**src/hdl/ilp_pkg.sv**
```systemverilog
// Shared types and constants for the integer literal parser.
// Holds the transfer payload structs, parse phase and base codes, character codes.
// No dependencies.
`timescale 1ns / 1ps
`default_nettype none

package ilp_pkg;

    localparam int VALUE_BITS_DEFAULT = 64;
    localparam int OUT_VALUE_W        = 64;

    // Parse phase codes
    localparam logic [2:0] PH_START  = 3'd0;
    localparam logic [2:0] PH_SIGN   = 3'd1;
    localparam logic [2:0] PH_ZERO   = 3'd2;
    localparam logic [2:0] PH_DIGITS = 3'd3;
    localparam logic [2:0] PH_STOP   = 3'd4;

    // Base codes
    localparam logic [1:0] BC_DEC = 2'd0;
    localparam logic [1:0] BC_BIN = 2'd1;
    localparam logic [1:0] BC_OCT = 2'd2;
    localparam logic [1:0] BC_HEX = 2'd3;

    // Character codes
    localparam logic [7:0] CH_MINUS = 8'h2D;
    localparam logic [7:0] CH_PLUS  = 8'h2B;
    localparam logic [7:0] CH_ZERO  = 8'h30;
    localparam logic [7:0] CH_NINE  = 8'h39;
    localparam logic [7:0] CH_LC_A  = 8'h61;
    localparam logic [7:0] CH_LC_B  = 8'h62;
    localparam logic [7:0] CH_LC_F  = 8'h66;
    localparam logic [7:0] CH_LC_O  = 8'h6F;
    localparam logic [7:0] CH_LC_X  = 8'h78;
    localparam logic [7:0] CH_UC_A  = 8'h41;
    localparam logic [7:0] CH_UC_F  = 8'h46;

    typedef struct packed {
        logic [7:0] char_code;
        logic       last_char;
    } in_item_t;

    typedef struct packed {
        logic signed [OUT_VALUE_W-1:0] value;
        logic                          range_error;
    } out_item_t;

    // Control part of the parse state
    typedef struct packed {
        logic [2:0] parse_phase;
        logic       negative_flag;
        logic [1:0] base_code;
        logic       overflow_flag;
    } parse_ctrl_t;

endpackage

`default_nettype wire

```
**src/hdl/ilp_step.sv**
```systemverilog
// Next-state logic for one character of the literal: sign, prefix, digit accumulation.
// Depends on ilp_pkg.
`timescale 1ns / 1ps
`default_nettype none

module ilp_step #(
    parameter int VALUE_BITS = ilp_pkg::VALUE_BITS_DEFAULT
) (
    input  wire logic [7:0]            char_code,
    input  wire ilp_pkg::parse_ctrl_t  ctrl,
    input  wire logic [VALUE_BITS-2:0] magnitude,
    output ilp_pkg::parse_ctrl_t       ctrl_next,
    output logic      [VALUE_BITS-2:0] magnitude_next
);
    import ilp_pkg::*;

    localparam int MAG_W  = VALUE_BITS - 1;
    localparam int WIDE_W = MAG_W + 5;

    logic [3:0]        digit;
    logic              is_digit;
    logic              digit_ok;
    logic [WIDE_W-1:0] mag_w;
    logic [WIDE_W-1:0] scaled;
    logic [WIDE_W-1:0] acc;
    logic [WIDE_W-1:0] lim_w;
    logic              take_ovf;

    // Digit value, any base
    always_comb
    begin
        digit    = 4'd0;
        is_digit = 1'b0;
        if (char_code >= CH_ZERO && char_code <= CH_NINE)
        begin
            digit    = 4'(char_code - CH_ZERO);
            is_digit = 1'b1;
        end
        else if (char_code >= CH_LC_A && char_code <= CH_LC_F)
        begin
            digit    = 4'(char_code - CH_LC_A + 8'd10);
            is_digit = 1'b1;
        end
        else if (char_code >= CH_UC_A && char_code <= CH_UC_F)
        begin
            digit    = 4'(char_code - CH_UC_A + 8'd10);
            is_digit = 1'b1;
        end
    end

    // Scale by the base with shifts and a single add
    always_comb
    begin
        mag_w = WIDE_W'(magnitude);
        case (ctrl.base_code)
            BC_BIN:  begin scaled = mag_w << 1; digit_ok = is_digit && digit < 4'd2;  end
            BC_OCT:  begin scaled = mag_w << 3; digit_ok = is_digit && digit < 4'd8;  end
            BC_HEX:  begin scaled = mag_w << 4; digit_ok = is_digit;                  end
            default: begin scaled = (mag_w << 3) + (mag_w << 1);
                           digit_ok = is_digit && digit < 4'd10; end
        endcase
        lim_w    = WIDE_W'({MAG_W{1'b1}});
        acc      = scaled + WIDE_W'(digit);
        take_ovf = acc > lim_w;
    end

    always_comb
    begin
        ctrl_next      = ctrl;
        magnitude_next = magnitude;
        case (ctrl.parse_phase)
            PH_START, PH_SIGN, PH_ZERO, PH_DIGITS:
            begin
                if (ctrl.parse_phase == PH_START && char_code == CH_MINUS)
                begin
                    ctrl_next.negative_flag = 1'b1;
                    ctrl_next.parse_phase   = PH_SIGN;
                end
                else if (ctrl.parse_phase == PH_START && char_code == CH_PLUS)
                begin
                    ctrl_next.parse_phase = PH_SIGN;
                end
                else if ((ctrl.parse_phase == PH_START || ctrl.parse_phase == PH_SIGN)
                         && char_code == CH_ZERO)
                begin
                    ctrl_next.parse_phase = PH_ZERO;
                end
                else if (ctrl.parse_phase == PH_ZERO && char_code == CH_LC_B)
                begin
                    ctrl_next.base_code   = BC_BIN;
                    ctrl_next.parse_phase = PH_DIGITS;
                end
                else if (ctrl.parse_phase == PH_ZERO && char_code == CH_LC_O)
                begin
                    ctrl_next.base_code   = BC_OCT;
                    ctrl_next.parse_phase = PH_DIGITS;
                end
                else if (ctrl.parse_phase == PH_ZERO && char_code == CH_LC_X)
                begin
                    ctrl_next.base_code   = BC_HEX;
                    ctrl_next.parse_phase = PH_DIGITS;
                end
                else if (!digit_ok)
                begin
                    ctrl_next.parse_phase = PH_STOP;
                end
                else
                begin
                    ctrl_next.parse_phase = PH_DIGITS;
                    if (!ctrl.overflow_flag)
                    begin
                        if (take_ovf)
                        begin
                            ctrl_next.overflow_flag = 1'b1;
                            magnitude_next          = {MAG_W{1'b1}};
                        end
                        else
                        begin
                            magnitude_next = acc[MAG_W-1:0];
                        end
                    end
                end
            end
            default:
            begin
                ctrl_next.parse_phase = PH_STOP;
            end
        endcase
    end

endmodule

`default_nettype wire

```
**src/hdl/integer_literal_parser_top.sv**
```systemverilog
// Top level of the integer literal parser: parse state, result register, handshakes.
// Depends on ilp_pkg and ilp_step.
//
// Usage:
//   Characters of one literal arrive on the char channel, one per transfer,
//   with last_char set on the final one. An optional '-' or '+' comes first,
//   then an optional 0b / 0o / 0x prefix; decimal otherwise. Digits valid for
//   the base accumulate until the first invalid character, after which the
//   rest of the literal is ignored.
//   The transfer of a last character loads one result into the output
//   register: the signed value (sign applied after saturation, sign-extended
//   to 64 bits) and range_error when the magnitude passed 2^(VALUE_BITS-1)-1.
//   The result is registered: it is valid in the cycle after the last character transfer.
//   Throughput: one character per cycle while char_ready is high, as the
//   combinational next-state logic of ilp_step feeds the parse state registers.
//   Stall: while a result waits and res_ready is low, char_ready drops; it
//   stays high whenever the output register is empty or being drained.
//   Reset: clears the parse state to start of literal and empties the result
//   register.
`timescale 1ns / 1ps
`default_nettype none

module integer_literal_parser_top #(
    parameter int VALUE_BITS = ilp_pkg::VALUE_BITS_DEFAULT
) (
    input  wire logic               clk,
    input  wire logic               rst_n,
    input  wire logic               char_valid,
    output logic                    char_ready,
    input  wire ilp_pkg::in_item_t  char_item,
    output logic                    res_valid,
    input  wire logic               res_ready,
    output ilp_pkg::out_item_t      res_item
);
    import ilp_pkg::*;

    localparam int MAG_W = VALUE_BITS - 1;

    localparam parse_ctrl_t CTRL_CLEAR = '{
        parse_phase:   PH_START,
        negative_flag: 1'b0,
        base_code:     BC_DEC,
        overflow_flag: 1'b0
    };

    parse_ctrl_t              ctrl_reg;
    parse_ctrl_t              ctrl_next;
    logic        [MAG_W-1:0]  mag_reg;
    logic        [MAG_W-1:0]  mag_next;
    logic                     res_valid_reg;
    out_item_t                res_item_reg;
    logic                     char_xfer;
    logic signed [VALUE_BITS-1:0] value_s;

    // Accept a character whenever the output register is free or draining
    assign char_ready = !res_valid_reg || res_ready;
    assign char_xfer  = char_valid && char_ready;
    assign res_valid  = res_valid_reg;
    assign res_item   = res_item_reg;

    ilp_step #(
        .VALUE_BITS (VALUE_BITS)
    ) u_step (
        .char_code      (char_item.char_code),
        .ctrl           (ctrl_reg),
        .magnitude      (mag_reg),
        .ctrl_next      (ctrl_next),
        .magnitude_next (mag_next)
    );

    // Apply the sign to the saturated magnitude
    assign value_s = ctrl_next.negative_flag ? -$signed({1'b0, mag_next})
                                             :  $signed({1'b0, mag_next});

    // Parse state: advance on each transfer, clear after the last character
    always_ff @(posedge clk or negedge rst_n)
    begin
        if (!rst_n)
        begin
            ctrl_reg <= CTRL_CLEAR;
            mag_reg  <= '0;
        end
        else if (char_xfer)
        begin
            if (char_item.last_char)
            begin
                ctrl_reg <= CTRL_CLEAR;
                mag_reg  <= '0;
            end
            else
            begin
                ctrl_reg <= ctrl_next;
                mag_reg  <= mag_next;
            end
        end
    end

    // Result register valid flag: load on last character, drop on drain
    always_ff @(posedge clk or negedge rst_n)
    begin
        if (!rst_n)
        begin
            res_valid_reg <= 1'b0;
        end
        else if (char_xfer && char_item.last_char)
        begin
            res_valid_reg <= 1'b1;
        end
        else if (res_ready)
        begin
            res_valid_reg <= 1'b0;
        end
    end

    // Result payload: hold until the next last character
    always_ff @(posedge clk)
    begin
        if (char_xfer && char_item.last_char)
        begin
            res_item_reg.value       <= OUT_VALUE_W'(value_s);
            res_item_reg.range_error <= ctrl_next.overflow_flag;
        end
    end

endmodule

`default_nettype wire

```
**config.mk**
```make
export PLATFORM = sky130hd
export DESIGN_NAME = integer_literal_parser_top
export DESIGN_NICKNAME = d
export VERILOG_FILES = /design/src/hdl/ilp_pkg.sv /design/src/hdl/ilp_step.sv /design/src/hdl/integer_literal_parser_top.sv
export SDC_FILE = /design/constraint.sdc
export NUM_CORES = 1
export LEC_CHECK = 0
export BUFFER_PORTS_ARGS = -buffer_cell sky130_fd_sc_hd__buf_4
export CORE_MARGIN = 2
export CORE_UTILIZATION = 35
export CTS_CLUSTER_DIAMETER = 80
export DETAILED_ROUTE_END_ITERATION = 8
export HOLD_SLACK_MARGIN = 0.02
export PLACE_DENSITY_LB_ADDON = 0.12
export SLEW_MARGIN = 25
export SYNTH_ARGS = -nofsm -noshare
export SYNTH_HDL_FRONTEND = slang
export SYNTH_SLANG_ARGS = --single-unit
```
**constraint.sdc**
```tcl
create_clock -name clk -period 10 [get_ports clk]
set_clock_uncertainty 0.1 [all_clocks]
set_input_delay 0.5 -clock clk [delete_from_list [all_inputs] [get_ports clk]]
set_output_delay 0.5 -clock clk [all_outputs]
set_load 0.02 [all_outputs]
```
After elaboration in Yosys (flattened, before gate mapping)
Index checks and enable logic that the tools add are counted.
Cells by class
  $add $sub $neg: 8
  mux-type cells: 45
  equality and inequality tests: 15
  $lt $le $gt $ge: 10
  reductions and logical operators: 23
Operators by type and width (count)
  two-way mux 63 bit: 12
  case mux 68 bit (3 select lines): 1
  adder 68 x 4 -> 68 bit: 1
  greater-than comparator 68 x 63 -> 1 bit (second input constant): 1
  adder 66 x 64 -> 67 bit: 1
  negation 63 -> 64 bit: 1
  two-way mux 3 bit: 11
  equality test 8 x 6 -> 1 bit (second input constant): 3
  equality test 8 x 7 -> 1 bit (second input constant): 3
  greater-or-equal comparator 8 x 7 -> 1 bit (second input constant): 2
  less-or-equal comparator 8 x 7 -> 1 bit (second input constant): 2
  two-way mux 4 bit: 4
  logical AND 1 bit: 14
  two-way mux 1 bit: 12
  subtractor 4 x 1 -> 4 bit (second input constant): 3
  adder 4 bit (second input constant): 2
  greater-or-equal comparator 8 x 6 -> 1 bit (second input constant): 1
  less-or-equal comparator 8 x 6 -> 1 bit (second input constant): 1
  < comparator 4 bit (second input constant): 2
  two-way mux 7 bit: 1
  equality test 3 x 2 -> 1 bit (second input constant): 2
  two-way mux 2 bit: 3
  inequality test 2 bit (second input constant): 3
  AND reduction 6 bit: 1
  other kinds (11): 14
Word-level totals
  output and inout bits: 67
  bits in registers: 136

Depth between registers and ports, before layout
Gate-level depths: netlist of the first run.
  depth after elaboration: 19
  depth in mapped cells: 36
  gate-level depth less buffers: 30

Hierarchy
A second synthesis of the first run with hierarchy kept.
Second synthesis, totals
  cell total of the unflattened synthesis: 2075
  area, all modules: 15650.0 µm²
By module, submodules not included
  ilp_step: cells each 1505, area an instance 9530.4 µm², sequential area each 0.0 µm², instances 1
  integer_literal_parser_top: cells each 570, area an instance 6119.6 µm², sequential area each 3728.6 µm², instances 1

Worst setup path before layout of the first run
OpenSTA, ideal clock, no wires.
  path kind: register -> register
  from: register ctrl_reg[1] in the netlist's numbering
  to: register res_item_reg (netlist bit res_item[63]), data pin
  setup slack: 1528 ps
  clock period less this slack: 8472 ps
  setup time: 262 ps
  arrival: 8110 ps
  stages on the path, launching flop included: 37
  buffers on the path: 8
  path through: dfrtp_1 -> inv_1 -> ha_1 -> buf_2 -> clkbuf_1 -> buf_2 -> buf_1 -> buf_1 -> clkbuf_1 -> buf_1 -> nor2_1 -> nor2b_1 -> ha_1 -> inv_1 -> fa_1 -> inv_1 -> a21oi_1 -> nand4b_1 -> nor2_1 -> nand3_1 -> nor3_4 -> and4_1 -> nand2_2 -> o31ai_1 -> nand3_1 -> clkbuf_1 -> or3_1 -> o21ai_0 -> ha_1 -> nand2_1 -> nor4_1 -> and4_1 -> nor2_1 -> or3_1 -> or4b_1 -> o31ai_1 -> xnor2_1
On the way
  cells in the longest elaborated chain, start to end: 16
RTL lines
  from (decl): RTL line integer_literal_parser_top.sv:46  | parse_ctrl_t ctrl_reg;
  from (signal assigned): RTL line integer_literal_parser_top.sv:92  | ctrl_reg <= ctrl_next;
  equality test 2 bit or equality test 2 x 1 -> 1 bit (tied branches): RTL line ilp_step.sv:55  | case (ctrl.base_code)
  case mux 68 bit (3 select lines): RTL line ilp_step.sv:55
  adder 68 x 4 -> 68 bit: RTL line ilp_step.sv:63  | acc = scaled + WIDE_W'(digit);
  greater-than comparator 68 x 63 -> 1 bit: RTL line ilp_step.sv:64  | take_ovf = acc > lim_w;
  two-way mux 63 bit: RTL line ilp_step.sv:112  | if (take_ovf)
  two-way mux 63 bit: RTL line ilp_step.sv:110  | if (!ctrl.overflow_flag)
  two-way mux 63 bit *: RTL line ilp_step.sv:103  | else if (!digit_ok)
  two-way mux 63 bit *: RTL line ilp_step.sv:98  | else if (ctrl.parse_phase == PH_ZERO && char_code == CH_LC_X)
  two-way mux 63 bit *: RTL line ilp_step.sv:93  | else if (ctrl.parse_phase == PH_ZERO && char_code == CH_LC_O)
  two-way mux 63 bit *: RTL line ilp_step.sv:88  | else if (ctrl.parse_phase == PH_ZERO && char_code == CH_LC_B)
  two-way mux 63 bit *: RTL line ilp_step.sv:83  | else if ((ctrl.parse_phase == PH_START || ctrl.parse_phase == PH_SIGN)
  two-way mux 63 bit *: RTL line ilp_step.sv:79  | else if (ctrl.parse_phase == PH_START && char_code == CH_PLUS)
  two-way mux 63 bit *: RTL line ilp_step.sv:74  | if (ctrl.parse_phase == PH_START && char_code == CH_MINUS)
  two-way mux 63 bit *: RTL line ilp_step.sv:71  | case (ctrl.parse_phase)
  negation 63 -> 64 bit: RTL line integer_literal_parser_top.sv:72  | assign value_s = ctrl_next.negative_flag ? -$signed({1'b0, mag_next})
  two-way mux 63 bit *: RTL line integer_literal_parser_top.sv:72
  via value_s[62]: RTL line integer_literal_parser_top.sv:53  | logic signed [VALUE_BITS-1:0] value_s;
  to (decl): RTL line integer_literal_parser_top.sv:51  | out_item_t res_item_reg;
The timed path passes the listed nets; every way through them passes the cells marked *.
A chain may end at the register's enable or synchronous reset.

Worst setup path after layout of the first run
  from: register mag_reg[3]
  to: register res_item_reg (netlist bit res_item[59]), data pin
On the way
  cells in the longest elaborated chain, start to end: 16
RTL lines
  from (decl): RTL line integer_literal_parser_top.sv:48  | logic [MAG_W-1:0] mag_reg;
  from (signal assigned): RTL line integer_literal_parser_top.sv:93  | mag_reg <= mag_next;
  adder 66 x 64 -> 67 bit: RTL line ilp_step.sv:59  | default: begin scaled = (mag_w << 3) + (mag_w << 1);
  case mux 68 bit (3 select lines): RTL line ilp_step.sv:55
  adder 68 x 4 -> 68 bit: RTL line ilp_step.sv:63
  greater-than comparator 68 x 63 -> 1 bit: RTL line ilp_step.sv:64
  two-way mux 63 bit: RTL line ilp_step.sv:112
  two-way mux 63 bit: RTL line ilp_step.sv:110
  two-way mux 63 bit: RTL line ilp_step.sv:103
  two-way mux 63 bit: RTL line ilp_step.sv:98
  two-way mux 63 bit: RTL line ilp_step.sv:93
  two-way mux 63 bit: RTL line ilp_step.sv:88
  two-way mux 63 bit: RTL line ilp_step.sv:83
  two-way mux 63 bit: RTL line ilp_step.sv:79
  two-way mux 63 bit: RTL line ilp_step.sv:74
  two-way mux 63 bit *: RTL line ilp_step.sv:71
  negation 63 -> 64 bit: RTL line integer_literal_parser_top.sv:72
  two-way mux 63 bit *: RTL line integer_literal_parser_top.sv:72
  via value_s[58]: RTL line integer_literal_parser_top.sv:53
Marked as above.

==> run metrics, run 1 <==
Die Ht=220 um; Net Count, Synth=2,272; first-pass GRT wire length=103,000 um; Setup WS post-layout=0.920 ns; Least-Margin Pin Slew=0.931 ns; Synth Register Bits=136; diode count=0; element type at the critical path start=register; Slew headroom=37.5%; syn avg cell area=7.46 um^2; drt first pass iters=7; Area Overhead vs Synth=10.2%; r2r setup slk=0.92 ns; largest net degree at the start of global routing=116; Initial Utilization=35.2%; worst skew pair latency=0.45 ns; met1 wire length=31,300 um; maximum clock frequency=0.110 GHz; routed wl met3=5650 um; worst min path class=primary input to register; Post-synth EDFFs=65; synthesized cell area=16,300 um^2; antenna violations before repair=0; RSZ-0062 raised after global routing=false; cell family with most CP delay=simple AND/OR/NAND/NOR gates; Final Util=38.8%; port bufs=79; total number of vias=17,905; CTS tree=done; Root Driver=clkbuf_16; vias in the first global route=16,517; distinct cell type count after synthesis=102; Setup Slack @ Placement=1.01 ns; H-tree depth=4; commonest non-fill, non-tap cell in the layout=nand2_1; Worst EP arrival=9.16 ns; post-detail-place hpwl=52,500 um; status=finished clean; Final Max Tran Viols=0; IO Pins=80; clock sink count=136; DR WL/cell=24.5 um; Synth async-reset ratio=52.2%; crit-path max cell delay=0.73 ns; Die Area=48,300 um^2; CTS buffer count=17; Pwr per Cell Area=113 nW/um^2; Total Routing Usage GR=28.0%; Crit Path Category=register to register; Primary FF master, synth=dfrtp_1; number of nets in the layout=2,258; post-route ant nets=0; die span in x=220 um; RePlAce Congestion=0.958; critical path's slowest cell=o21ai_0; Core Box Area=46,300 um^2; fraction of layout cells with a size suffix above 1=9.44%; Max Root-Sink Buffers=2; DRC marker count from the first detailed-route iteration=2,253; Final Hold Fails=0; GRT overflow=0; Reg clk slew, reported paths=0.06 ns; commonest cells after routing, fill and taps aside=nand2_1, a21oi_1, nor2_1; Worst Path Max Fanout=8; # rows=79; Critical Path End Type=register; sequential share of the synthesized area=22.9%; setup TNS=0 ns; Critical Path RT=10.08 ns; maximum resistive drop on vdd=0.122 mV; met2 WL=30,100 um; Detailed Route WL=68,400 um; # Max-Cap Violations=0; vias per cell=6.42; Resized cells post-CTS=0; Largest register FFs=65; post-route clock period utilization=90.8%; DRC Markers=0; Synth Instances=2,183; Buffers & Inverters on Critical Path=1; Synth Warn #=0; Final setup viols=0; total leakage power=6.46 nW; Highest Signal Layer=met4; Period minus WS final=9.08 ns
repair_timing:
item,in CTS,in global routing
endpoints found under the hold margin,23,0
setup buffers,0,0
hold buffers,1,0
cell families (layout without fill, tap and decap cells):
kind of cell    Yosys count  in the layout  share of synthesized area (%)
xor+xnor                132            132                           7.10
fa+ha+maj                76             76                           5.93
flops                   136            136                           22.9
buf+inv                 178            177                           4.47
compound gates          777            777                           31.7
mux                      16             16                          0.983
simple gates            868            868                           26.9
synth_stat cells, types with 18 or more instances:
| master | n | area, um^2 |
|---|---|---|
| a222oi_1 | 47 | 470 |
| buf_2 | 35 | 175 |
| a21oi_1 | 213 | 1070 |
| o22ai_1 | 23 | 144 |
| a211oi_1 | 23 | 173 |
| ha_1 | 74 | 926 |
| o21a_1 | 30 | 225 |
| a22o_1 | 20 | 175 |
| nand4_1 | 48 | 300 |
| o21ai_0 | 165 | 826 |
| nor3_1 | 72 | 360 |
| xnor2_1 | 83 | 727 |
| or3_1 | 39 | 244 |
| buf_1 | 20 | 75.1 |
| nor4_1 | 30 | 188 |
| dfrtp_1 | 71 | 1780 |
| xor2_1 | 49 | 429 |
| clkbuf_1 | 83 | 312 |
| nand2b_1 | 25 | 156 |
| a31oi_1 | 34 | 213 |
| nand3_1 | 64 | 320 |
| o211ai_1 | 18 | 135 |
| nor2_1 | 197 | 739 |
| a21o_1 | 27 | 203 |
| inv_1 | 35 | 131 |
| edfxtp_1 | 65 | 1950 |
| nand2_1 | 254 | 953 |
| o31ai_1 | 18 | 135 |
per-stage QoR:
stage / hold slack, ns / area (um^2) / power [mW] / instances
2_1_floorplan: 0.104 / 16300 / 1.15 / 2183
3_3_place_gp: 0.390 / 17300 / 1.39 / 2754
3_5_place_dp: 0.367 / 17400 / 1.40 / 2755
4_1_cts: 0.295 / 17900 / 2.02 / 2788
5_1_grt: 0.302 / 18000 / 2.13 / 2789
6_report: 0.297 / 18000 / 2.03 / 2789
per-layer routing:
layer	vias up	global-route usage, %
li1	8344	-
met1	8666	40.8
met2	826	43.6
met3	69	3.26
met4	0	7.09
met5	-	0
report_power, final:
part	internal [mW]	switching, mW
logic	0.242	0.505
registers	0.617	0.0430
clock network	0.356	0.262
total	1.22	0.810
tightest hold or removal path, stage by stage:
cell and delay, ns:
buf_4 0.07, nand2b_1 0.16, nand2_1 0.06
layout make-up:
cell class,count,area [um^2]
clock buffer,19,453
clock inverter,13,120
fill,4890,28300
inverter,36,135
multi-input combinational,1869,11900
sequential,136,3730
tap,607,759
timing repair buffer,109,878
final timing paths:
path	end	start	depth (start not counted)
min reg2reg	ctrl_reg[5]$_DFFE_PN0P_	ctrl_reg[5]$_DFFE_PN0P_	2
max	res_item[59]$_DFFE_PP_	mag_reg[3]$_DFFE_PN0P_	25
min in group asynchronous	mag_reg[4]$_DFFE_PN0P_	rst_n	2
max in group asynchronous	mag_reg[48]$_DFFE_PN0P_	rst_n	3
max reg2reg	res_item[59]$_DFFE_PP_	mag_reg[3]$_DFFE_PN0P_	25
min	res_valid$_DFFE_PN0P_	res_ready	3
(Power assumes the default switching activity.)
==> inputs of run 2 (changes only) <==
--- a/config.mk
+++ b/config.mk
@@ -12,6 +12,7 @@
 export DETAILED_ROUTE_END_ITERATION = 8
 export HOLD_SLACK_MARGIN = 0.02
 export PLACE_DENSITY_LB_ADDON = 0.12
+export RECOVER_POWER = 50
 export SLEW_MARGIN = 25
 export SYNTH_ARGS = -nofsm -noshare
 export SYNTH_HDL_FRONTEND = slang
==> run metrics, run 2 (synthesized netlist as in run 1, its figures left out) <==
Area Overhead vs Synth=8.51% (was 10.2%); CTS buffer count=17 (unchanged); port bufs=79 (unchanged); cell family with most CP delay=simple AND/OR/NAND/NOR gates (unchanged); RePlAce Congestion=0.958 (unchanged); H-tree depth=4 (unchanged); Initial Utilization=35.2% (unchanged); Resized cells post-CTS=0 (unchanged); diode count=0 (unchanged); WHS Endpoint=res_valid$_DFFE_PN0P_ (unchanged); Detailed Route WL=68,400 um (about the same); Critical Path End Type=register (unchanged); first-pass GRT wire length=103,000 um (unchanged); grt met2 use=43.6% (unchanged); failing checks=capacitance limit, slew limit; CTS tree=done (unchanged); Max Root-Sink Buffers=2 (unchanged); GRT overflow=0 (unchanged); Die Area=48,300 um^2 (unchanged); clock sink count=136 (unchanged); maximum resistive drop on vdd=0.122 mV (about the same); Die Ht=220 um (unchanged); Reg-to-Reg Start=mag_reg[3]$_DFFE_PN0P_ (unchanged); Largest register FFs=65 (unchanged); Core Box Area=46,300 um^2 (unchanged); DR WL/cell=24.5 um (about the same); DRC Markers=0 (unchanged); DRC marker count from the first detailed-route iteration=2,409 (was 2,253); Setup WS post-layout=0.934 ns (was 0.920 ns); largest net degree at the start of global routing=116 (unchanged); Pwr per Cell Area=114 nW/um^2 (was 113 nW/um^2); Reg clk slew, reported paths=0.06 ns (about the same); Filler cells=4,955 (was 4,890); total number of vias=17,823 (was 17,905); Crit Path Category=register to register (unchanged); worst skew pair latency=0.44 ns (was 0.45 ns); Min-Delay Startpoint=res_ready (unchanged); post-route clock period utilization=90.7% (was 90.8%); Total Routing Usage GR=28.0% (unchanged); critical path's slowest cell=o21ai_0 (unchanged); Slew headroom=-142% (was 37.5%); RR Endpoint=res_item[59]$_DFFE_PP_ (unchanged); R2R cell count=25 (unchanged); Final Hold Fails=0 (unchanged); total leakage power=6.18 nW (was 6.46 nW); drt first pass iters=7 (unchanged); vias per cell=6.39 (was 6.42); Critical Path RT=10.08 ns (about the same); Worst Path Max Fanout=8 (unchanged); setup TNS=0 ns (unchanged); Period minus WS final=9.07 ns (was 9.08 ns); commonest non-fill, non-tap cell in the layout=nand2_1 (unchanged); maximum clock frequency=0.110 GHz (about the same); Least-Margin Pin Slew=3.63 ns (was 0.931 ns); Worst EP arrival=9.15 ns (was 9.16 ns); r2r setup slk=0.93 ns (was 0.92 ns); RSZ-0062 raised after global routing=false (unchanged); status=finished with violations (was finished clean); die span in x=220 um (unchanged); met3 GRT Util=3.26% (unchanged); Buffers & Inverters on Critical Path=1 (unchanged); # Max-Cap Violations=3 (was 0); IO Pins=80 (unchanged); GR Layer Usage met1=40.8% (unchanged); post-route ant nets=0 (unchanged); commonest cells after routing, fill and taps aside=nand2_1, a21oi_1, nor2_1 (unchanged); vias in the first global route=16,517 (unchanged); post-detail-place hpwl=52,500 um (unchanged); Root Driver=clkbuf_16 (unchanged); crit-path max cell delay=0.73 ns (about the same); number of nets in the layout=2,258 (unchanged); WHS Path Cells=3 (unchanged); Final Max Tran Viols=142 (was 0); worst min path class=primary input to register (unchanged); GRT busiest layer=met2 (unchanged); element type at the critical path start=register (unchanged); Final setup viols=0 (unchanged); antenna violations before repair=0 (unchanged); fraction of layout cells with a size suffix above 1=6.19% (was 9.44%); Setup Slack @ Placement=1.01 ns (unchanged); hold_buf cts=1 (unchanged); post-CTS setup buffers=0 (unchanged); # rows=79 (unchanged)
[run 2: power breakdown]
group | switching, mW | internal [mW]
clock network | 0.261 | 0.357
registers | 0.0427 | 0.619
logic | 0.503 | 0.230
total | 0.807 | 1.21
[run 2: area by class of cell]
cell class              instances  area [um^2]  area share (%)
multi-input cells            1869        11900            67.2
repair buffers                109          596            3.37
well taps                     607          759            4.30
flip-flops and latches        136         3730            21.1
clock buffers                  19          453            2.56
inverters                      36          135           0.764
clock inverters                13          120           0.679
[run 2: tightest hold or removal path, stage by stage]
cell and delay [ns]:
buf_4 0.07, nand2b_1 0.17, nand2_1 0.06
[run 2: worst max-delay path by stage]
stage / cells past startpoint / slack, ns / start / end
2_1_floorplan: 36 / 1.53 / ctrl_reg[1]$_DFFE_PN0P_ / res_item[63]$_DFFE_PP_
5_1_grt: 26 / 0.28 / mag_reg[2]$_DFFE_PN0P_ / res_item[59]$_DFFE_PP_
3_3_place_gp: 28 / 1.21 / char_item[5] / res_item[63]$_DFFE_PP_
6_report: 25 / 0.93 / mag_reg[3]$_DFFE_PN0P_ / res_item[59]$_DFFE_PP_
3_5_place_dp: 28 / 1.01 / char_item[5] / res_item[59]$_DFFE_PP_
4_1_cts: 26 / 1.11 / mag_reg[2]$_DFFE_PN0P_ / res_item[59]$_DFFE_PP_
[run 2: layer usage]
| layer | vias to the layer above | share of wire, % |
|---|---|---|
| met5 | - | 0 |
| met4 | 0 | 2.0 |
| met3 | 71 | 7.7 |
| met2 | 787 | 44 |
| met1 | 8614 | 46 |
| li1 | 8351 | - |
[run 2: through the flow]
step / power [mW] / instance area, um^2 / hold slack, ns / cells / util (%)
after floorplan: 1.15 / 16300 / 0.104 / 2183 / -
after global placement: 1.39 / 17300 / 0.390 / 2754 / 37.5
after detailed placement: 1.40 / 17400 / 0.367 / 2755 / 37.5
after CTS: 2.02 / 17900 / 0.295 / 2788 / 38.8
after global routing: 2.11 / 17700 / 0.301 / 2789 / 38.2
final: 2.01 / 17700 / 0.300 / 2789 / 38.2
